<file path="src/rtl/cdg_fifo.sv">
module cdg_fifo #(
    parameter int WIDTH = 8,
    parameter int DEPTH = 2
) (
    input  logic                       clk,
    input  logic                       rst_n,
    input  logic                       push,
    input  logic [WIDTH-1:0]           wdata,
    input  logic                       pop,
    output logic [WIDTH-1:0]           rdata,
    output logic                       full,
    output logic                       empty,
    output logic [$clog2(DEPTH+1)-1:0] count
);

    localparam int PTR_W = (DEPTH > 1) ? $clog2(DEPTH) : 1;
    localparam int CNT_W = $clog2(DEPTH + 1);

    logic [WIDTH-1:0] mem_reg [DEPTH];
    logic [PTR_W-1:0] wr_ptr_reg, wr_ptr_next;
    logic [PTR_W-1:0] rd_ptr_reg, rd_ptr_next;
    logic [CNT_W-1:0] count_reg, count_next;
    logic             do_push;
    logic             do_pop;

    assign full    = (count_reg == CNT_W'(DEPTH));
    assign empty   = (count_reg == '0);
    assign count   = count_reg;
    assign rdata   = mem_reg[rd_ptr_reg];
    assign do_push = push && !full;
    assign do_pop  = pop && !empty;

    always_comb
    begin
        wr_ptr_next = wr_ptr_reg;
        rd_ptr_next = rd_ptr_reg;
        count_next  = count_reg;
        if (do_push)
        begin
            wr_ptr_next = (wr_ptr_reg == PTR_W'(DEPTH - 1)) ? '0 : wr_ptr_reg + PTR_W'(1);
        end
        if (do_pop)
        begin
            rd_ptr_next = (rd_ptr_reg == PTR_W'(DEPTH - 1)) ? '0 : rd_ptr_reg + PTR_W'(1);
        end
        if (do_push && !do_pop)
        begin
            count_next = count_reg + CNT_W'(1);
        end
        else if (do_pop && !do_push)
        begin
            count_next = count_reg - CNT_W'(1);
        end
    end

    always_ff @(posedge clk or negedge rst_n)
    begin
        if (!rst_n)
        begin
            wr_ptr_reg <= '0;
            rd_ptr_reg <= '0;
            count_reg  <= '0;
        end
        else
        begin
            wr_ptr_reg <= wr_ptr_next;
            rd_ptr_reg <= rd_ptr_next;
            count_reg  <= count_next;
        end
    end

    always_ff @(posedge clk)
    begin
        if (do_push)
        begin
            mem_reg[wr_ptr_reg] <= wdata;
        end
    end

endmodule

</file>
<file path="config.mk">
export PLATFORM = sky130hd
export DESIGN_NAME = cdg_fifo
export DESIGN_NICKNAME = d
export VERILOG_FILES = /design/src/rtl/cdg_fifo.sv
export SDC_FILE = /design/constraint.sdc
export NUM_CORES = 1
export LEC_CHECK = 0
export ABC_AREA = 0
export BUFFER_PORTS_ARGS = -buffer_cell sky130_fd_sc_hd__buf_2
export CAP_MARGIN = 20
export CORE_MARGIN = 2
export CORE_UTILIZATION = 40
export DETAILED_ROUTE_END_ITERATION = 10
export GPL_TIMING_DRIVEN = 0
export PLACE_DENSITY = 0.63
export SKIP_LAST_GASP = 1
export SLEW_MARGIN = 10
export SYNTH_ARGS = -nofsm -noshare
export SYNTH_HDL_FRONTEND = slang
export SYNTH_SLANG_ARGS = --single-unit
</file>
<file path="constraint.sdc">
create_clock -name clk -period 1.6 [get_ports clk]
set_clock_uncertainty 0.1 [all_clocks]
set_input_delay 0.08 -clock clk [delete_from_list [all_inputs] [get_ports clk]]
set_output_delay 0.08 -clock clk [all_outputs]
set_load 0.02 [all_outputs]
</file>
==> key figures, run 1 <==
Layout
  – Layout cells sized above 1: 0.440
  – Area grow syn2layout: 39.5%
  – Most frequent cells in the layout: buf_2, edfxtp_1, dlygate4sd3_1
  – Layout Nets: 98
  – Final instance area: 1090 sq um
  – Inserted Diodes: 0
  – Commonest non-fill, non-tap cell in the layout: buf_2
  – FILL cells: 148
  – Largest register FFs: 16

Floorplan
  – Rows: 15
  – Initial Utilization: 0.439
  – Die Width: 48.2 microns
  – Core area: 1780 sq um
  – I/O Pins: 24
  – Die H: 48.2 microns
  – Die Area: 2320 sq um

Run status
  – Outcome: finished, final reports clean

Timing
  – # setup viols final: 0
  – Number of hold violations in the final report: 0
  – Period utilization: 0.964
  – Max-slew violations: 0
  – FMAX: 0.648 GHz
  – Worst-Margin Slew: 0.425 ns
  – RSZ-0062 raised after global routing: true
  – PnR worst setup slack: 0.0571 ns
  – Minimum clock period after layout: 1.54 ns
  – Slew headroom: 0.716

Route
  – DRT iter0 DRCs: 3
  – WL final: 1190 microns
  – Vias: 474
  – Routed wire per std cell: 10.9 microns
  – Initial DRT Pass Iterations: 4
  – Routed Antenna Nets: 0
  – Vias per cell: 4.35
  – Drt drc: 0

CTS
  – Sink Count: 20
  – CTS Buffer Depth: 2
  – Root buffer cell: clkbuf_4
  – Number of buffers created by CTS: 3
  – Clk_lat worst skew: 0.28 ns
  – H-tree Lvls: 1
  – CTS tree: built
  – Clock-pin transition on the worst setup and hold timing paths: 0.10 ns

Power and ir drop
  – Clk pwr share: 0.124
  – Sw frac: 0.354
  – Comb pwr share: 0.444
  – P_int: 1200 uW
  – Power Total: 1860 uW
  – Pwr/cell area: 1710 nW/um^2
  – Switching power: 658 uW
  – Worst vdd ir: 1.13 mV
  – Lkg Pwr: 0.000463 uW
  – Seq pwr share: 0.433

Placement
  – Cell Area, Placed: 931 sq um
  – DP Wirelength: 798 microns
  – Setup slack at placement: 0.00433 ns
  – GP Congestion: 0.641
  – PortBufs: 23

Worst setup path
  – WS Path Type: reg2reg
  – Bufs and invs on worst path: 1
  – Critical-path top delay cell: dfrtp_2
  – Crit path max fanout: 4
  – Critical-path cell list: buf_4 -> o21ai_1 -> ha_1 -> xor2_1 -> nor2_1 -> xor2_1
  – Worst EP arrival: 1.62 ns
  – Worst Setup End Kind: flip-flop
  – Worst setup SP type: flip-flop
  – Critical path depth: 6
  – R2r setup slk: 0.06 ns
  – Largest delay share family, worst path: flip-flops
  – CP peak stage delay: 0.43 ns
  – R2R depth: 6
  – Critical Path Source: count[0]
  – Cell repeated most along the worst path: xor2_1
  – R2R Path End: count[1]
  – Critical path destination: count[1]
  – Worst r2r src: count[0]
  – WP data required: 1.67 ns

Logic synthesis
  – Mean Syn Cell Area: 17.8 sq um
  – Area contributors post-synth: edfxtp_1, dfrtp_1, mux2_1
  – Synth Register Bits: 20
  – Post-synthesis net count: 57
  – Syn. warnings: 0
  – Synth unique cells: 15
  – Cell area after synthesis: 782 sq um
  – Area leader, netlist: edfxtp_1
  – Synth Instances: 44
  – Synth top area share: 0.614
  – Sequential fraction of the synthesis area: 0.742

Global route
  – Initial antenna violation count: 0
  – GR Overflow Total: 0
  – Largest net degree at the start of global routing: 12
  – First-pass GRT wire length: 1700 microns
  – Vias in the first global route: 430
  – All-layer global routing usage: 0.113

Min path
  – Hold/Removal Path Class: in2reg
  – Hold Crit Start: pop

Flow run
  – Max-Cap Viols: 0
[worst min-delay path by stage]
stage,endpoint,cells after the start
after global placement,count[0],1
after floorplan,count[0],0
after CTS,wr_ptr_reg,2
after detailed placement,count[0],1
after global routing,wr_ptr_reg,2
final,rd_ptr_reg,3
[power groups by stage]
stage	clock, uW	combinational (uW)	sequential, uW
detailed placement	0	735	819
CTS	239	754	808
floorplan	0	504	835
finish	230	826	806
global route	269	902	822
global placement	0	736	813
[logic make-up after synthesis]
logic type                 after synthesis  synth area share
DFF                                     20             0.742
buffers and inverters                    3            0.0160
muxes                                    8             0.115
and+or+nand+nor                          6            0.0384
AOI/OAI and AO/OA                        1           0.00639
xor gates and xnor gates                 5            0.0656
adders and majority gates                1            0.0160
[per-layer routing]
layer,track usage,wire [microns],vias up
met5,0,0,-
met4,0.0973,19,0
met3,0.0222,49,2
met2,0.182,602,14
met1,0.128,518,220
li1,-,-,238
[synthesized netlist by cell type, drive strengths merged]
library cell / number
edfxtp: 16
mux2: 8
dfrtp: 4
nor2: 3
xnor2: 3
inv: 2
xor2: 2
and3: 1
buf: 1
ha: 1
nand2: 1
nand2b: 1
o21ai: 1
[area by class of cell]
| type | count | area [sq um] | area share |
|---|---|---|---|
| sequential | 20 | 582 | 0.533 |
| timing repair buffer | 36 | 238 | 0.218 |
| inverter | 2 | 7.51 | 0.00688 |
| buffer | 1 | 7.51 | 0.00688 |
| tap | 25 | 31.3 | 0.0287 |
| clock buffer | 4 | 26.3 | 0.0241 |
| multi-input combinational | 21 | 199 | 0.182 |
[metrics by stage]
stage | std cells | hold WS (ns) | TNS [ns] | util
floorplan | 44 | -0.316 | -0.00736 | -
global placement | 92 | -0.210 | 0 | 0.522
detailed placement | 92 | -0.205 | 0 | 0.522
CTS | 106 | 0.0101 | 0 | 0.593
global route | 109 | 0.00228 | -0.0569 | 0.612
finish | 109 | 0.0126 | 0 | 0.612
[worst min-delay path: cells and delay by family]
family / cells / cell delay [ns]
buffers and inverters: 1 / 0.07
AO/OA/AOI/OAI: 1 / 0.09
XOR/XNOR: 1 / 0.13
[timing repair]
| item | in CTS | in global routing |
|---|---|---|
| setup buffers | 0 | 3 |
| setup endpoints to repair | 0 | 15 |
| hold buffers | 10 | 0 |
| endpoints found under the hold margin | 21 | 0 |
| resized for setup | 0 | 3 |
(Power assumes the default switching activity.)
==> run 2, diff against run 1 <==
--- a/config.mk
+++ b/config.mk
@@ -13,6 +13,7 @@
 export DETAILED_ROUTE_END_ITERATION = 10
 export GPL_TIMING_DRIVEN = 0
 export PLACE_DENSITY = 0.63
+export RECOVER_POWER = 100
 export SKIP_LAST_GASP = 1
 export SLEW_MARGIN = 10
 export SYNTH_ARGS = -nofsm -noshare
==> run 2 against run 1 <==
Design area decreased by 0.46%. First-iteration DRC count unchanged. Combinational power about the same. Clock power about the same. Sequential share of layout area increased by 0.25 points. Final cell count unchanged.
==> key figures, run 2 (synthesis results as in run 1) <==
Run status
  – Outcome: finished, final reports clean

Global route
  – Initial antenna violation count: 0
  – First-pass GRT wire length: 1700 microns
  – All-layer global routing usage: 0.113
  – Largest net degree at the start of global routing: 12
  – Met2 Track Usage GR: 0.182
  – Met3 Use GR: 0.0222
  – Busiest layer in global routing: met2
  – Met1 Track Usage GR: 0.128
  – Vias in the first global route: 430
  – GR Overflow Total: 0

Route
  – Vias per cell: 4.37
  – Routed Antenna Nets: 0
  – Routed wire per std cell: 10.9 microns
  – WL final: 1190 microns
  – Drt drc: 0
  – DRT iter0 DRCs: 3
  – Vias: 476
  – Initial DRT Pass Iterations: 4

CTS
  – Clock-pin transition on the worst setup and hold timing paths: 0.10 ns
  – CTS tree: built
  – CTS Buffer Depth: 2
  – Sink Count: 20
  – Root buffer cell: clkbuf_4
  – H-tree Lvls: 1
  – Clk_lat worst skew: 0.28 ns
  – Number of buffers created by CTS: 3

Power and ir drop
  – Clk pwr share: 0.124
  – Seq pwr share: 0.433
  – Pwr/cell area: 1710 nW/um^2
  – Sw frac: 0.354
  – P_int: 1200 uW
  – Lkg Pwr: 0.000452 uW
  – Worst vdd ir: 1.15 mV
  – Switching power: 659 uW
  – Comb pwr share: 0.443

Layout
  – Commonest non-fill, non-tap cell in the layout: buf_2
  – Largest register FFs: 16
  – Layout Nets: 98
  – Inserted Diodes: 0
  – Area grow syn2layout: 38.9%
  – Non-Filler Instances: 109
  – Layout cells sized above 1: 0.393
  – Most frequent cells in the layout: buf_2, edfxtp_1, dlygate4sd3_1

Floorplan
  – Die Area: 2320 sq um
  – Die Width: 48.2 microns
  – I/O Pins: 24
  – Initial Utilization: 0.439
  – Die H: 48.2 microns
  – Core area: 1780 sq um
  – Rows: 15

Worst setup path
  – Critical path destination: count[1]
  – WP data required: 1.67 ns
  – Worst r2r src: count[0]
  – R2R Path End: count[1]
  – Crit path max fanout: 4
  – Worst EP arrival: 1.62 ns
  – R2r setup slk: 0.06 ns
  – WS Path Type: reg2reg
  – Worst Setup End Kind: flip-flop
  – Worst setup SP type: flip-flop
  – Critical Path Source: count[0]
  – R2R depth: 6

Placement
  – DP Wirelength: 798 microns
  – GP Congestion: 0.641
  – Setup slack at placement: 0.00433 ns
  – Placed cell count: 92
  – PortBufs: 23

Min path
  – Hold/Removal Path Class: in2reg

Timing
  – PnR worst setup slack: 0.0571 ns
  – Slew headroom: 0.715
  – Minimum clock period after layout: 1.54 ns
  – FMAX: 0.648 GHz
  – RSZ-0062 raised after global routing: true
  – Max-slew violations: 0
  – # setup viols final: 0
  – Number of hold violations in the final report: 0
  – Period utilization: 0.964
  – Worst-Margin Slew: 0.426 ns

Flow run
  – Max-Cap Viols: 0
[run 2: final cells by class]
cell class | count | area (sq um)
Fill cell | 152 | 697
Buffer | 1 | 7.51
Inverter | 2 | 7.51
Multi-Input combinational cell | 21 | 199
Timing Repair Buffer | 36 | 233
Tap cell | 25 | 31.3
Sequential cell | 20 | 582
Clock buffer | 4 | 26.3
[run 2: power by group through the flow]
stage	clock, uW	sequential (uW)	combinational (uW)
after floorplan	0	835	504
after global placement	0	813	736
after detailed placement	0	819	735
after CTS	239	808	754
after global routing	269	822	901
final	230	806	825
[run 2: through the flow]
step                total power [uW]  hold slack (ns)   util  cell area, sq um  TNS [ns]
floorplan                       1340           -0.316      -               785  -0.00736
CTS                             1800           0.0101  0.593              1060         0
detailed placement              1550           -0.205  0.522               931         0
finish                          1860           0.0124  0.609              1090         0
global route                    1990           0.0249  0.609              1090   -0.0569
global placement                1550           -0.210  0.522               931         0
[run 2: layer usage]
layer  wire length, microns  vias to the layer above
met4                     19                        0
met2                    604                       14
li1                       -                      239
met3                     49                        2
met1                    515                      221
met5                      0                        -
[run 2: what timing repair did]
| item | CTS | global route |
|---|---|---|
| hold buffers | 10 | 0 |
| gates resized for setup | 0 | 3 |
| endpoints found under the setup margin | 0 | 15 |
| buffers inserted | 0 | 3 |
| hold endpoints to repair | 21 | 0 |
[run 2: worst min path at each step]
stage	from	endpoint	slack [ns]	cells past startpoint
after floorplan	rst_n	count[0]	-0.32	0
after global placement	rst_n	count[0]	-0.21	1
after detailed placement	rst_n	count[0]	-0.20	1
after CTS	rst_n	wr_ptr_reg	0.01	2
after global routing	pop	rd_ptr_reg	0.02	3
final	pop	rd_ptr_reg	0.01	3
[run 2: critical path: stages, from the launching register on]
cell	delay, ns
dfrtp_2	0.43
buf_4	0.14
o21ai_1	0.19
ha_1	0.19
xor2_1	0.17
nor2_1	0.07
xor2_1	0.13
==> run 3, diff against run 2 <==
--- a/config.mk
+++ b/config.mk
@@ -15,7 +15,6 @@
 export PLACE_DENSITY = 0.63
 export RECOVER_POWER = 100
 export SKIP_LAST_GASP = 1
-export SLEW_MARGIN = 10
 export SYNTH_ARGS = -nofsm -noshare
 export SYNTH_HDL_FRONTEND = slang
 export SYNTH_SLANG_ARGS = --single-unit
==> constraint.sdc (replaced) <==
create_clock -name clk -period 1.6 [get_ports clk]
set_clock_uncertainty 0.1 [all_clocks]
set_input_delay 0.08 -clock clk [delete_from_list [all_inputs] [get_ports clk]]
set_output_delay 0.08 -clock clk [all_outputs]
set_load 0.005 [all_outputs]
==> run 3 against run 2 <==
Combinational power fell by 27%. Utilization fell by 1.9 points. Clock-buffer cell count fell by 1. Flip-flop and latch count unchanged. First-iteration DRC count grew to 3.0 times the previous value. Critical path depth is the same. Non-clock buffer count fell by 2. Clock power down 3%. Largest power group is now registers. Highest routed layer is now met3.
==> key figures, run 3 (synthesis results as in run 1) <==
Worst setup path
  – R2R depth: 6
  – Crit path max fanout: 3
  – Critical-path cell list: nand2b_1 -> nand2_2 -> inv_1 -> ha_1 -> nor2_1 -> xor2_1
  – Worst setup SP type: flip-flop
  – Worst EP arrival: 1.63 ns
  – R2r setup slk: 0.08 ns
  – Critical-path top delay cell: dfrtp_2
  – Worst r2r src: count[0]
  – Largest delay share family, worst path: simple AND/OR/NAND/NOR gates
  – WS Path Type: reg2reg
  – WP data required: 1.71 ns
  – Critical Path Source: count[0]
  – R2R Path End: count[1]
  – Bufs and invs on worst path: 1
  – Worst Setup End Kind: flip-flop
  – CP peak stage delay: 0.42 ns

Layout
  – Largest register FFs: 16
  – Fin util: 0.590
  – Layout Nets: 96
  – Area grow syn2layout: 34.6%
  – Layout cells sized above 1: 0.280
  – Inserted Diodes: 0
  – Most frequent cells in the layout: edfxtp_1, buf_2, clkbuf_1
  – Commonest non-fill, non-tap cell in the layout: edfxtp_1

Placement
  – PortBufs: 23
  – DP Wirelength: 843 microns
  – GP Congestion: 0.622
  – Setup slack at placement: -0.149 ns

Route
  – Routed Antenna Nets: 0
  – Initial DRT Pass Iterations: 3
  – WL final: 1220 microns
  – Drt drc: 0
  – DRT iter0 DRCs: 9
  – Vias: 478
  – Vias per cell: 4.47
  – Routed wire per std cell: 11.4 microns

CTS
  – Sink Count: 20
  – H-tree Lvls: 1
  – CTS tree: built
  – Clk_lat worst skew: 0.28 ns
  – Root buffer cell: clkbuf_4
  – Number of buffers created by CTS: 3
  – Clock-pin transition on the worst setup and hold timing paths: 0.10 ns
  – CTS Buffer Depth: 2

Timing
  – Minimum clock period after layout: 1.52 ns
  – Max-slew violations: 0
  – RSZ-0062 raised after global routing: true
  – Slew headroom: 0.719
  – Period utilization: 0.950
  – Number of hold violations in the final report: 0
  – FMAX: 0.658 GHz
  – PnR worst setup slack: 0.0794 ns
  – Minimum hold slack: 0.0242 ns
  – # setup viols final: 0
  – Worst-Margin Slew: 0.421 ns

Power and ir drop
  – Worst vdd ir: 0.818 mV
  – Power Total: 1620 uW
  – Pwr/cell area: 1540 nW/um^2
  – Switching power: 493 uW
  – Comb pwr share: 0.374
  – Clk pwr share: 0.138
  – Seq pwr share: 0.488
  – Sw frac: 0.304
  – Lkg Pwr: 0.000416 uW
  – P_int: 1130 uW

Min path
  – Hold/Removal Path Class: in2reg
  – Hold path depth: 3
  – Hold Path End: rd_ptr_reg
  – Hold Crit Start: pop

Floorplan
  – Die H: 48.2 microns
  – Core area: 1780 sq um
  – Initial Utilization: 0.439
  – Die Area: 2320 sq um
  – Rows: 15
  – Die Width: 48.2 microns
  – I/O Pins: 24

Flow run
  – Max-Cap Viols: 0

Global route
  – All-layer global routing usage: 0.120
  – Largest net degree at the start of global routing: 12
  – First-pass GRT wire length: 1890 microns
  – Vias in the first global route: 466
  – GR Overflow Total: 0
  – Initial antenna violation count: 0

Run status
  – Outcome: finished, final reports clean
run 3: worst max path at each step:
stage | cells after the start | slack, ns | end
final | 6 | 0.08 | count[1]
after global routing | 6 | -0.0006 | count[1]
after CTS | 6 | 0.05 | count[1]
after detailed placement | 3 | -0.15 | mem_reg[0][2]
after global placement | 3 | -0.17 | mem_reg[0][2]
after floorplan | 3 | 0.07 | mem_reg[0][0]
run 3: worst min-delay path, cell delays in order:
cell     delay (ns)
buf_2          0.08
o21ai_1        0.09
xnor2_1        0.12
run 3: timing repair:
action | in CTS | in global routing
buffers inserted | 1 | 0
hold buffers | 10 | 0
resized for setup | 2 | 1
pin swaps | 0 | 1
setup endpoints to repair | 9 | 3
endpoints found under the hold margin | 21 | 0
cloned | 0 | 0
run 3: layout make-up:
cell class / instances / area, sq um
buffer: 1 / 5.00
clock buffer: 3 / 22.5
clock inverter: 1 / 3.75
fill: 153 / 731
inverter: 2 / 7.51
multi-input combinational: 21 / 191
sequential: 20 / 582
tap: 25 / 31.3
timing repair buffer: 34 / 209
run 3: stage by stage:
stage	TNS, ns	cells	area (sq um)
2_1_floorplan	0	44	782
3_5_place_dp	-1.19	92	928
5_1_grt	-0.000590	107	1050
4_1_cts	0	107	1070
3_3_place_gp	-1.36	92	928
6_report	0	107	1050
run 3: power groups by stage:
stage,clock (uW),combinational [uW],sequential [uW]
floorplan,0,364,803
global placement,0,567,811
detailed placement,0,570,815
CTS,227,630,794
global route,251,672,810
finish,224,606,791
run 3: metal layers:
layer / global-route usage / up-vias / part of all wire
met5: 0 / - / 0
met4: 0.0486 / 0 / 0
met2: 0.218 / 11 / 0.52
li1: - / 236 / -
met3: 0.0333 / 0 / 0.040
met1: 0.130 / 231 / 0.44
