$ cat config.mk
export PLATFORM = sky130hd
export DESIGN_NAME = cdg_front
export DESIGN_NICKNAME = d
export VERILOG_FILES = /design/src/rtl/cdg_pkg.sv /design/src/rtl/cdg_front.sv
export SDC_FILE = /design/constraint.sdc
export NUM_CORES = 1
export LEC_CHECK = 0
export ABC_AREA = 0
export BUFFER_PORTS_ARGS = -buffer_cell sky130_fd_sc_hd__buf_4
export CAP_MARGIN = 10
export CORE_MARGIN = 5
export CORE_UTILIZATION = 51
export DETAILED_ROUTE_END_ITERATION = 12
export PLACE_DENSITY = 0.88
export SETUP_SLACK_MARGIN = 0.4
export SLEW_MARGIN = 20
export SYNTH_ARGS = -nofsm -noshare
export SYNTH_HDL_FRONTEND = slang
export SYNTH_SLANG_ARGS = --single-unit
export TNS_END_PERCENT = 100
$ cat constraint.sdc
create_clock -name clk -period 2.9 [get_ports clk]
set_input_delay 0.29 -clock clk [delete_from_list [all_inputs] [get_ports clk]]
set_output_delay 0.29 -clock clk [all_outputs]
set_load 0.03 [all_outputs]
$ cat src/rtl/cdg_pkg.sv
package cdg_pkg;

    localparam int CFG_W          = 11;
    localparam int CFG_IDX_W      = 2;
    localparam int PIX_W          = 8;
    localparam int GRAD_W         = 9;
    localparam int DEF_MAX_WIDTH  = 1024;
    localparam int DEF_MAX_HEIGHT = 1024;
    localparam int RESET_WIDTH    = 640;
    localparam int RESET_HEIGHT   = 480;
    localparam int OPQ_DEPTH      = 2;
    localparam int OUTQ_DEPTH     = 4;

    typedef enum logic [CFG_IDX_W-1:0] {
        REG_FRAME_WIDTH  = 2'd0,
        REG_FRAME_HEIGHT = 2'd1
    } cdg_reg_idx_t;

    typedef enum logic {
        CMD_PIXEL = 1'b0,
        CMD_DRAIN = 1'b1
    } cdg_cmd_t;

    typedef struct packed {
        logic emit;
        logic gx_en;
        logic gy_en;
        logic row_end;
        logic frame_end;
    } cdg_op_flags_t;

    typedef struct packed {
        logic signed [GRAD_W-1:0] grad_x;
        logic signed [GRAD_W-1:0] grad_y;
        logic                     row_end;
        logic                     frame_end;
    } cdg_result_t;

endpackage

$ cat src/rtl/cdg_front.sv
module cdg_front #(
    parameter int MAX_WIDTH  = cdg_pkg::DEF_MAX_WIDTH,
    parameter int MAX_HEIGHT = cdg_pkg::DEF_MAX_HEIGHT
) (
    input  logic                             clk,
    input  logic                             rst_n,
    input  logic                             push,
    output logic                             full,
    input  logic                             command,
    input  logic [cdg_pkg::PIX_W-1:0]        pixel,
    input  logic                             cfg_valid,
    output logic                             cfg_ready,
    input  logic [cdg_pkg::CFG_IDX_W-1:0]    cfg_index,
    input  logic [cdg_pkg::CFG_W-1:0]        cfg_data,
    output logic                             op_push,
    input  logic                             op_full,
    output cdg_pkg::cdg_op_flags_t           op_flags,
    output logic [cdg_pkg::PIX_W-1:0]        op_pixel,
    output logic [$clog2(MAX_WIDTH)-1:0]     op_col
);

    import cdg_pkg::*;

    localparam int COL_W  = $clog2(MAX_WIDTH);
    localparam int ROW_W  = $clog2(MAX_HEIGHT + 1);
    localparam int WMAX_W = $clog2(MAX_WIDTH + 1);
    localparam int DIM_A  = (CFG_W > WMAX_W) ? CFG_W : WMAX_W;
    localparam int DIM_W  = (DIM_A > ROW_W) ? DIM_A : ROW_W;

    logic [CFG_W-1:0] width_reg, width_next;
    logic [CFG_W-1:0] height_reg, height_next;
    logic [COL_W-1:0] col_reg, col_next;
    logic [ROW_W-1:0] row_reg, row_next;

    logic [DIM_W-1:0] w_raw, h_raw, w_eff, h_eff;
    logic [DIM_W-1:0] col_ext, row_ext;
    logic             accept;
    logic             drain_row;
    logic             last_col;
    logic             take;

    assign cfg_ready = 1'b1;
    assign full      = op_full;
    assign accept    = push && !op_full;

    // clamp sizes to 1..max
    always_comb
    begin
        w_raw = DIM_W'(width_reg);
        h_raw = DIM_W'(height_reg);
        if (w_raw == '0)
        begin
            w_eff = DIM_W'(1);
        end
        else if (w_raw > DIM_W'(MAX_WIDTH))
        begin
            w_eff = DIM_W'(MAX_WIDTH);
        end
        else
        begin
            w_eff = w_raw;
        end
        if (h_raw == '0)
        begin
            h_eff = DIM_W'(1);
        end
        else if (h_raw > DIM_W'(MAX_HEIGHT))
        begin
            h_eff = DIM_W'(MAX_HEIGHT);
        end
        else
        begin
            h_eff = h_raw;
        end
    end

    assign col_ext   = DIM_W'(col_reg);
    assign row_ext   = DIM_W'(row_reg);
    assign drain_row = (row_ext >= h_eff);
    assign last_col  = ((col_ext + DIM_W'(1)) >= w_eff);
    // drop drains outside the drain row
    assign take      = accept && !((command == CMD_DRAIN) && !drain_row);

    always_comb
    begin
        op_push            = take;
        op_col             = col_reg;
        op_pixel           = drain_row ? '0 : pixel;
        op_flags.emit      = (row_reg != '0);
        op_flags.gx_en     = (col_reg != '0) && !last_col;
        op_flags.gy_en     = (row_reg > ROW_W'(1)) && !drain_row;
        op_flags.row_end   = last_col;
        op_flags.frame_end = last_col && drain_row;
    end

    always_comb
    begin
        col_next = col_reg;
        row_next = row_reg;
        if (take)
        begin
            if (last_col)
            begin
                col_next = '0;
                row_next = drain_row ? '0 : row_reg + ROW_W'(1);
            end
            else
            begin
                col_next = col_reg + COL_W'(1);
            end
        end
    end

    always_comb
    begin
        width_next  = width_reg;
        height_next = height_reg;
        if (cfg_valid && cfg_ready)
        begin
            unique case (cdg_reg_idx_t'(cfg_index))
                REG_FRAME_WIDTH:  width_next  = cfg_data;
                REG_FRAME_HEIGHT: height_next = cfg_data;
                default:          ;
            endcase
        end
    end

    always_ff @(posedge clk or negedge rst_n)
    begin
        if (!rst_n)
        begin
            width_reg  <= CFG_W'(RESET_WIDTH);
            height_reg <= CFG_W'(RESET_HEIGHT);
            col_reg    <= '0;
            row_reg    <= '0;
        end
        else
        begin
            width_reg  <= width_next;
            height_reg <= height_next;
            col_reg    <= col_next;
            row_reg    <= row_next;
        end
    end

endmodule

==> results of run 1 <==
## repair_timing
| item | 4_1_cts | 5_1_grt |
|---|---|---|
| gates cloned | 2 | 0 |
| hold buffers | 1 | 0 |
| hold endpoints to repair | 13 | 0 |
| setup endpoints to repair | 34 | 34 |
| resized for setup | 54 | 36 |
| setup buffers | 20 | 11 |
| pin swaps | 33 | 29 |
## per-stage QoR
stage / total power, mW / utilization [%] / setup WS (ns) / area (sq um) / cells
5_1_grt: 3.69 / 77.5 / -0.464 / 4270 / 463
3_3_place_gp: 2.25 / 63.5 / 0.0755 / 3490 / 421
6_report: 3.52 / 77.5 / -0.351 / 4270 / 463
2_1_floorplan: 1.91 / - / 0.0936 / 3050 / 302
4_1_cts: 3.14 / 72.5 / -0.162 / 3990 / 452
3_5_place_dp: 2.33 / 63.5 / -0.136 / 3490 / 421
## flip-flops by register name, summed over array words and instances (netlist names)
signal   flops
op_col      10
h_raw       11
row_ext     11
w_raw       11
## synthesized netlist by cell type, types with 2 or more instances
master	count
nand2_1	38
dfrtp_1	37
ha_1	27
mux2_2	22
inv_1	19
nor2_1	14
nand3_1	12
a21oi_1	10
and2_1	9
o21ai_0	9
clkbuf_1	7
dfstp_2	6
nand2b_1	6
nor4_1	6
a2bb2oi_1	5
nor3_1	5
o31ai_2	5
xor2_1	5
a22o_1	4
o21bai_1	4
o31ai_1	4
a31oi_1	3
and3_1	3
buf_4	3
o22ai_1	3
xnor2_1	3
a211o_1	2
a21o_1	2
and4_1	2
buf_2	2
buf_6	2
nand3b_1	2
nand4_1	2
o21ai_1	2
or2_1	2
## critical path, cell delays in order (launching register included)
cell and delay [ns]:
dfrtp_2 0.42, nand3_4 0.10, nor2_4 0.16, buf_6 0.12
nand3_4 0.08, xor2_2 0.24, inv_2 0.07, ha_4 0.28
nand3_4 0.08, o22ai_4 0.17, a2111oi_4 0.04, buf_4 0.17
buf_6 0.11, a2111o_1 0.52, or2_4 0.34, o31ai_2 0.23
## how the worst max path moves through the flow
stage                  endpoint  slack [ns]       from
global route         row_ext[7]       -0.46  op_col[3]
global placement     row_ext[8]        0.08  op_col[1]
detailed placement   row_ext[4]       -0.14  op_col[1]
CTS                 op_flags[3]       -0.16  op_col[0]
floorplan            row_ext[8]        0.09  op_col[2]
finish               row_ext[7]       -0.35  op_col[4]
## power by group through the flow
stage,clock [mW],combinational [mW],sequential [mW]
after CTS,0.564,1.67,0.910
after global placement,0,1.35,0.900
after global routing,0.586,2.17,0.933
final,0.556,2.05,0.920
after floorplan,0,0.941,0.972
after detailed placement,0,1.42,0.911
## kinds of logic (layout without fill, tap and decap cells)
kind of cell | count (synthesis) | count (layout) | share of synthesized area, %
buffers and inverters | 35 | 123 | 5.56
muxes | 22 | 22 | 8.59
and+or+nand+nor | 107 | 108 | 18.7
other | 1 | 1 | 0.130
xor gates and xnor gates | 8 | 8 | 2.43
adders and majority gates | 27 | 27 | 11.7
AOI/OAI and AO/OA | 59 | 59 | 15.3
DFF | 43 | 43 | 37.6
## layer usage
layer | global-route usage, % | vias to the layer above
met5 | 0 | -
met4 | 6.91 | 0
met3 | 3.50 | 34
met2 | 39.7 | 170
met1 | 29.1 | 1378
li1 | - | 1251
## area by class of cell
cell class / count / area share (%)
repair buffers: 95 / 19.3
well taps: 72 / 2.11
clock buffers: 5 / 1.61
multi-input cells: 225 / 48.0
clock inverters: 3 / 1.58
flip-flops and latches: 43 / 25.6
inverters: 20 / 1.79
==> summary.txt, run 1 <==
Critical path
  – FF-to-FF End: row_ext[7]
  – Reg2Reg Depth: 15
  – CP endpoint kind: flop
  – CP Launch Type: flop
  – CP max FO: 6
  – WP data arrival: 3.46 ns
  – CP required: 3.10 ns
  – CP Class: flop to flop
  – Critical R2R Launch: op_col[4]
  – R2r setup slk: -0.35 ns

Clocking
  – Clock root buffer: clkbuf_8
  – Maximum buffer depth of the clock tree: 2
  – CTS tree: yes
  – CTS sink count: 43
  – Clock slew at reported path FFs: 0.09 ns
  – CTS Buf Count: 5
  – Clock Latency Late Sink: 0.30 ns
  – Htree depth: 2

Outcome
  – Failing checks: setup timing
  – Status: finished, violations left

Global route
  – Largest net degree at the start of global routing: 44
  – Initial antenna violation count: 0
  – First-pass GRT wire length: 13.4 mm
  – Vias in the first global route: 2,769
  – Total GRT Usage: 22.8%
  – Total gr overflow: 0

Detailed routing
  – Met1 WL: 3.63 mm
  – Pre-antenna DRT Iters: 5
  – Post-route ant nets: 0
  – Via count: 2,833
  – DR WL met3: 631 um
  – Post-route DRC: 0
  – Max layer used: met4
  – WL/cell: 20.8 um
  – Starting DRC count in detailed routing: 268
  – Wire length on met2: 5.04 mm
  – Vias/cell: 6.12
  – WL final: 9.64 mm

Floorplanning
  – Row count: 27
  – Die Footprint: 0.00726 sq mm
  – Core area: 0.00551 sq mm
  – Die height: 85.2 um
  – Ports: 53
  – Die X: 85.2 um
  – Initial Utilization: 52.4%

STA
  – Post-route setup TNS: -4.34 ns
  – Hold Vio Cnt, Final: 0
  – Final Skew: 0.0112 ns
  – WHS: 0.220 ns
  – Slew headroom: 59.5%
  – RSZ-0062 raised after global routing: true
  – Max Clk Rate: 308 MHz
  – Final period utilization: 112%
  – Crit path time final: 3.25 ns
  – Max-slew violations: 0
  – Final worst slack: -0.351 ns
  – Least-Margin Pin Slew: 0.599 ns
  – Final setup vio count: 21

Synthesis
  – Post-synth top area cell: dfrtp_1
  – Flops & latches, synth: 43
  – Syn_nets: 356
  – Post-synth top area share: 32.1%
  – EDFF count, synth: 0
  – Yosys warnings: 0
  – Syn Area/Cell: 9.55 sq um
  – Distinct cell type count after synthesis: 50
  – Main synth FF type: dfrtp_1
  – Post-Synthesis Cells: 302
  – Asr flop ratio synth: 100%
  – Cell area after synthesis: 0.00288 sq mm
  – Top cells by area, synth: dfrtp_1 32%, ha_1 12%, mux2_2 8.6%, dfstp_2 5.5%, nand2_1 4.9%
  – Register area share after synthesis: 37.6%

Pwr
  – Logic pwr share: 58.1%
  – Switching part of the total: 41.9%
  – Internal: 2.05 mW
  – Lkg Pwr: 1.97 nW
  – P per Cell Area: 825 mW/mm^2
  – Sequential share of power: 26.1%
  – Maximum VDD drop: 507 uV
  – Clk pwr share: 15.8%
  – Net Switching: 1.48 mW

Hold path
  – Worst Hold Class: input port to flop
  – Hold Path Depth: 3
  – Hold Path Sink: w_raw[1]
  – Hold path startpoint: cfg_data[1]

Placed design
  – RePlAce Congestion: 0.891
  – Port bufs: 51
  – Hpwl dp: 5.43 mm

Layout
  – Layout cell share with drive strength beyond 1: 52.2%
  – Most common cell after layout, fill and taps aside: buf_4
  – Fin nets: 444
  – Fill cell count: 326
  – # diodes: 0
  – Syn-to-layout area delta: 48.1%
  – Most frequent cells in the layout: 65 x buf_4, 37 x nand2_1, 31 x dfrtp_1, 26 x buf_6, 22 x ha_1
  – Reg area: 0.00109 sq mm
  – Area of the multi-input gates: 0.00205 sq mm

Flow run
  – Max cap viols: 0
No activity file was read; power rests on OpenSTA's default activity.
==> run 2, diff against run 1 <==
--- a/config.mk
+++ b/config.mk
@@ -13,6 +13,8 @@
 export DETAILED_ROUTE_END_ITERATION = 12
 export PLACE_DENSITY = 0.88
 export SETUP_SLACK_MARGIN = 0.4
+export SKIP_CTS_REPAIR_TIMING = 1
+export SKIP_LAST_GASP = 1
 export SLEW_MARGIN = 20
 export SYNTH_ARGS = -nofsm -noshare
 export SYNTH_HDL_FRONTEND = slang
==> constraint.sdc (replaced) <==
create_clock -name clk -period 2.9 [get_ports clk]
set_input_delay 0.145 -clock clk [delete_from_list [all_inputs] [get_ports clk]]
set_output_delay 0.145 -clock clk [all_outputs]
set_load 0.03 [all_outputs]
==> summary.txt, run 2 (synthesis gave the netlist of run 1 again) <==
Outcome
  – Status: finished, violations left
  – Failing checks: setup timing

Detailed routing
  – Pre-antenna DRT Iters: 5
  – WL final: 9.15 mm
  – Starting DRC count in detailed routing: 253
  – Vias/cell: 6.16
  – Post-route ant nets: 0
  – Post-route DRC: 0
  – Via count: 2,839
  – WL/cell: 19.9 um

STA
  – Final period utilization: 107%
  – Final setup vio count: 15
  – Crit path time final: 3.10 ns
  – Hold Vio Cnt, Final: 0
  – Final worst slack: -0.200 ns
  – RSZ-0062 raised after global routing: true
  – Final Skew: 0.00921 ns
  – Post-route setup TNS: -1.20 ns
  – Max-slew violations: 0
  – Least-Margin Pin Slew: 0.587 ns
  – Max Clk Rate: 323 MHz
  – Slew headroom: 60.5%

Layout
  – Reg area: 0.00109 sq mm
  – Post-route cell area: 0.00410 sq mm
  – Area of the multi-input gates: 0.00192 sq mm
  – Fin nets: 442
  – Most common cell after layout, fill and taps aside: buf_4
  – Most frequent cells in the layout: 71 x buf_4, 37 x nand2_1, 30 x dfrtp_1, 24 x ha_1, 22 x mux2_2
  – Syn-to-layout area delta: 42.1%
  – Fill cell count: 310
  – Post-route non-filler standard cell count: 461
  – # diodes: 0
  – Layout cell share with drive strength beyond 1: 47.3%

Clocking
  – Htree depth: 2
  – CTS tree: yes
  – Clock slew at reported path FFs: 0.09 ns
  – Clock root buffer: clkbuf_8
  – CTS Buf Count: 5
  – CTS sink count: 43
  – Maximum buffer depth of the clock tree: 2
  – Clock Latency Late Sink: 0.31 ns

Critical path
  – CP endpoint kind: output port
  – R2r setup slk: -0.09 ns
  – WP data arrival: 2.96 ns
  – CP cell instances: nand3_4, nor2_4, nand3_2, xor2_2, inv_1, ha_1, a21o_1, a2111oi_4, a21oi_2, buf_6, a31oi_4, buf_6
  – CP max FO: 4
  – CP Class: flop to output port
  – CP most frequent cell: buf_6
  – CP max-delay cell: dfrtp_2
  – Slowest stage delay, CP: 0.46 ns
  – CP required: 2.76 ns
  – CP Launch Type: flop

Global route
  – Largest net degree at the start of global routing: 44
  – First-pass GRT wire length: 11.7 mm
  – Total gr overflow: 0
  – Vias in the first global route: 2,475
  – Total GRT Usage: 19.9%
  – Initial antenna violation count: 0

Floorplanning
  – Die X: 85.2 um
  – Die Footprint: 0.00726 sq mm
  – Ports: 53
  – Row count: 27
  – Initial Utilization: 52.4%
  – Core area: 0.00551 sq mm
  – Die height: 85.2 um

Placed design
  – Post-placement setup slack: -0.0824 ns
  – Hpwl dp: 5.31 mm
  – RePlAce Congestion: 0.889
  – Placed cell count: 427
  – Port bufs: 51
  – Placed cell area: 0.00347 sq mm

Hold path
  – Worst Hold Class: input port to flop

Pwr
  – Maximum VDD drop: 441 uV
  – P per Cell Area: 799 mW/mm^2
  – Lkg Pwr: 1.90 nW
  – Final Power: 3.27 mW

Flow run
  – Max cap viols: 0
==> run 2: where the power goes <==
group	switching, mW	total, mW	internal, mW	leakage, nW
Sequential	0.181	0.930	0.749	0.521
Clock	0.227	0.484	0.257	0.0581
Combinational	0.990	1.86	0.867	1.32
==> run 2: critical path: cells and delay by family, from the launching register on <==
family,cells,cell delay (ns)
compound gates,4,0.89
xor+xnor,1,0.23
simple gates,3,0.38
buf+inv,3,0.39
flops,1,0.46
fa+ha+maj,1,0.30
==> run 2: path summary, 6_finish.rpt <==
path	start	endpoint	cells after the start
max	op_col[3]	op_flags[3]	12
min	cfg_data[10]	w_raw[10]	3
max reg2reg	op_col[3]	row_ext[6]	13
min reg2reg	w_raw[0]	w_raw[0]	1
max in group asynchronous	rst_n	h_raw[10]	2
min in group asynchronous	rst_n	row_ext[5]	2
==> run 2: metrics by stage <==
step | hold WS [ns] | utilization, %
2_1_floorplan | -0.151 | -
3_3_place_gp | 0.164 | 63.1
3_5_place_dp | 0.177 | 63.1
4_1_cts | -0.147 | 65.1
5_1_grt | 0.0658 | 74.4
6_report | 0.0563 | 74.4
==> run 2: final cells by class <==
cell class / instances / area share (%)
inverters: 20 / 1.92
multi-input cells: 224 / 46.8
well taps: 72 / 2.20
repair buffers: 93 / 19.5
clock inverters: 3 / 1.07
flip-flops and latches: 43 / 26.7
repair inverters: 1 / 0.183
clock buffers: 5 / 1.68
==> run 2: routing by layer <==
| layer | global-route usage, % | wire [um] |
|---|---|---|
| met5 | 0 | 0 |
| met4 | 6.19 | 342 |
| met3 | 4.56 | 621 |
| met2 | 32.8 | 4630 |
| met1 | 25.9 | 3560 |
==> run 3, diff against run 2 <==
--- a/config.mk
+++ b/config.mk
@@ -12,6 +12,7 @@
 export CORE_UTILIZATION = 51
 export DETAILED_ROUTE_END_ITERATION = 12
 export PLACE_DENSITY = 0.88
+export RECOVER_POWER = 100
 export SETUP_SLACK_MARGIN = 0.4
 export SKIP_CTS_REPAIR_TIMING = 1
 export SKIP_LAST_GASP = 1
==> summary.txt, run 3 (synthesis gave the netlist of run 1 again) <==
Outcome
  – Status: finished, violations left
  – Failing checks: setup timing

Layout
  – Most common cell after layout, fill and taps aside: buf_4
  – Syn-to-layout area delta: 41.6%
  – # diodes: 0
  – Fin nets: 442
  – Post-route cell area: 0.00408 sq mm
  – Layout cell share with drive strength beyond 1: 46.5%
  – Post-route non-filler standard cell count: 461
  – Most frequent cells in the layout: 66 x buf_4, 37 x nand2_1, 30 x dfrtp_1, 24 x ha_1, 22 x mux2_2
  – Fill cell count: 315

Flow run
  – Max cap viols: 0

Global route
  – Initial antenna violation count: 0
  – Total gr overflow: 0
  – First-pass GRT wire length: 11.7 mm
  – Total GRT Usage: 19.9%
  – Largest net degree at the start of global routing: 44
  – Vias in the first global route: 2,475

STA
  – Final period utilization: 107%
  – Final worst slack: -0.204 ns
  – Slew headroom: 26.7%
  – Max-slew violations: 0
  – Hold Vio Cnt, Final: 0
  – Least-Margin Pin Slew: 1.10 ns
  – RSZ-0062 raised after global routing: true
  – Max Clk Rate: 322 MHz
  – Crit path time final: 3.10 ns
  – Final setup vio count: 16
  – Final Skew: 0.00972 ns

Critical path
  – CP max FO: 4
  – Slowest stage delay, CP: 0.46 ns
  – CP required: 2.76 ns
  – CP cell instances: nand3_4, nor2_4, nand3_2, xor2_2, inv_1, ha_1, a21o_1, a2111oi_4, a21oi_2, buf_6, a31oi_4, buf_6
  – WP data arrival: 2.96 ns
  – CP most frequent cell: buf_6
  – CP Launch Type: flop
  – CP Class: flop to output port
  – CP max-delay cell: dfrtp_2
  – Worst path top cell family by delay: compound AO/OA/AOI/OAI gates
  – CP Buf/Inv Count: 3
  – WP depth: 12
  – CP endpoint kind: output port
  – Reg2Reg Depth: 13

Floorplanning
  – Die X: 85.2 um
  – Die Footprint: 0.00726 sq mm
  – Ports: 53
  – Die height: 85.2 um
  – Core area: 0.00551 sq mm
  – Row count: 27
  – Initial Utilization: 52.4%

Pwr
  – Lkg Pwr: 1.88 nW
  – Maximum VDD drop: 442 uV
  – Final Power: 3.27 mW
  – P per Cell Area: 800 mW/mm^2

Clocking
  – CTS sink count: 43
  – Clock root buffer: clkbuf_8
  – CTS Buf Count: 5
  – CTS tree: yes
  – Maximum buffer depth of the clock tree: 2
  – Htree depth: 2
  – Clock Latency Late Sink: 0.31 ns
  – Clock slew at reported path FFs: 0.09 ns

Detailed routing
  – WL final: 9.15 mm
  – Post-route ant nets: 0
  – Via count: 2,849
  – Pre-antenna DRT Iters: 5
  – Vias/cell: 6.18
  – WL/cell: 19.8 um
  – Post-route DRC: 0
  – Starting DRC count in detailed routing: 249

Placed design
  – Placed cell area: 0.00347 sq mm
  – RePlAce Congestion: 0.889
  – Port bufs: 51
  – Placed cell count: 427
  – Hpwl dp: 5.31 mm
  – Post-placement setup slack: -0.0824 ns

Hold path
  – Worst Hold Class: input port to flop
  – Hold Path Depth: 3
==> run 3: cell count changes in the layout (fill, tap and decap cells not counted) <==
cell      change
clkbuf_4      +1
buf_4         -5
clkbuf_1      +3
clkbuf_2      +1
==> run 3: final cells by class <==
cell class	count	area, sq um	area share, %
Clock buffer	5	68.8	1.69
Inverter	20	78.8	1.93
Multi-Input combinational cell	224	1920	47.0
Sequential cell	43	1090	26.8
Tap cell	72	90.1	2.21
Clock inverter	3	43.8	1.07
Timing Repair Buffer	93	783	19.2
Timing Repair inverter	1	7.51	0.184
==> run 3: where the power goes <==
group | internal [mW] | total, mW | switching, mW | leakage (nW)
clock | 0.257 | 0.483 | 0.226 | 0.0581
combinational | 0.865 | 1.85 | 0.987 | 1.31
sequential | 0.749 | 0.930 | 0.182 | 0.521
total | 1.87 | 3.27 | 1.40 | 1.88
==> run 3: metrics by stage <==
| stage | util (%) | setup TNS (ns) | hold slack, ns |
|---|---|---|---|
| after global routing | 74.1 | -3.30 | 0.0658 |
| final | 74.1 | -1.26 | 0.0602 |
| after floorplan | - | 0 | -0.151 |
| after CTS | 65.1 | -1.25 | -0.147 |
| after global placement | 63.1 | 0 | 0.164 |
| after detailed placement | 63.1 | -0.279 | 0.177 |
==> run 3: final timing paths <==
check                        startpoint     endpoint  slack (ns)
hold reg to reg                w_raw[0]     w_raw[0]        0.54
setup / recovery              op_col[3]  op_flags[3]       -0.20
setup reg to reg              op_col[3]   row_ext[6]       -0.10
hold / removal             cfg_data[10]    w_raw[10]        0.06
max in group asynchronous         rst_n    h_raw[10]        1.58
min in group asynchronous         rst_n   row_ext[5]        0.57
==> run 3: tightest hold or removal path: stages <==
cell and delay, ns:
buf_4 0.09, nand2_1 0.04, o21ai_0 0.06
==> run 3: per-layer routing <==
metal  up-vias  track usage [%]  part of all wire (%)
li1       1238                -                     -
met1      1396             25.9                    38
met2       168             32.8                    50
met3        47             4.56                   7.4
met4         0             6.19                   3.8
met5         -                0                     0
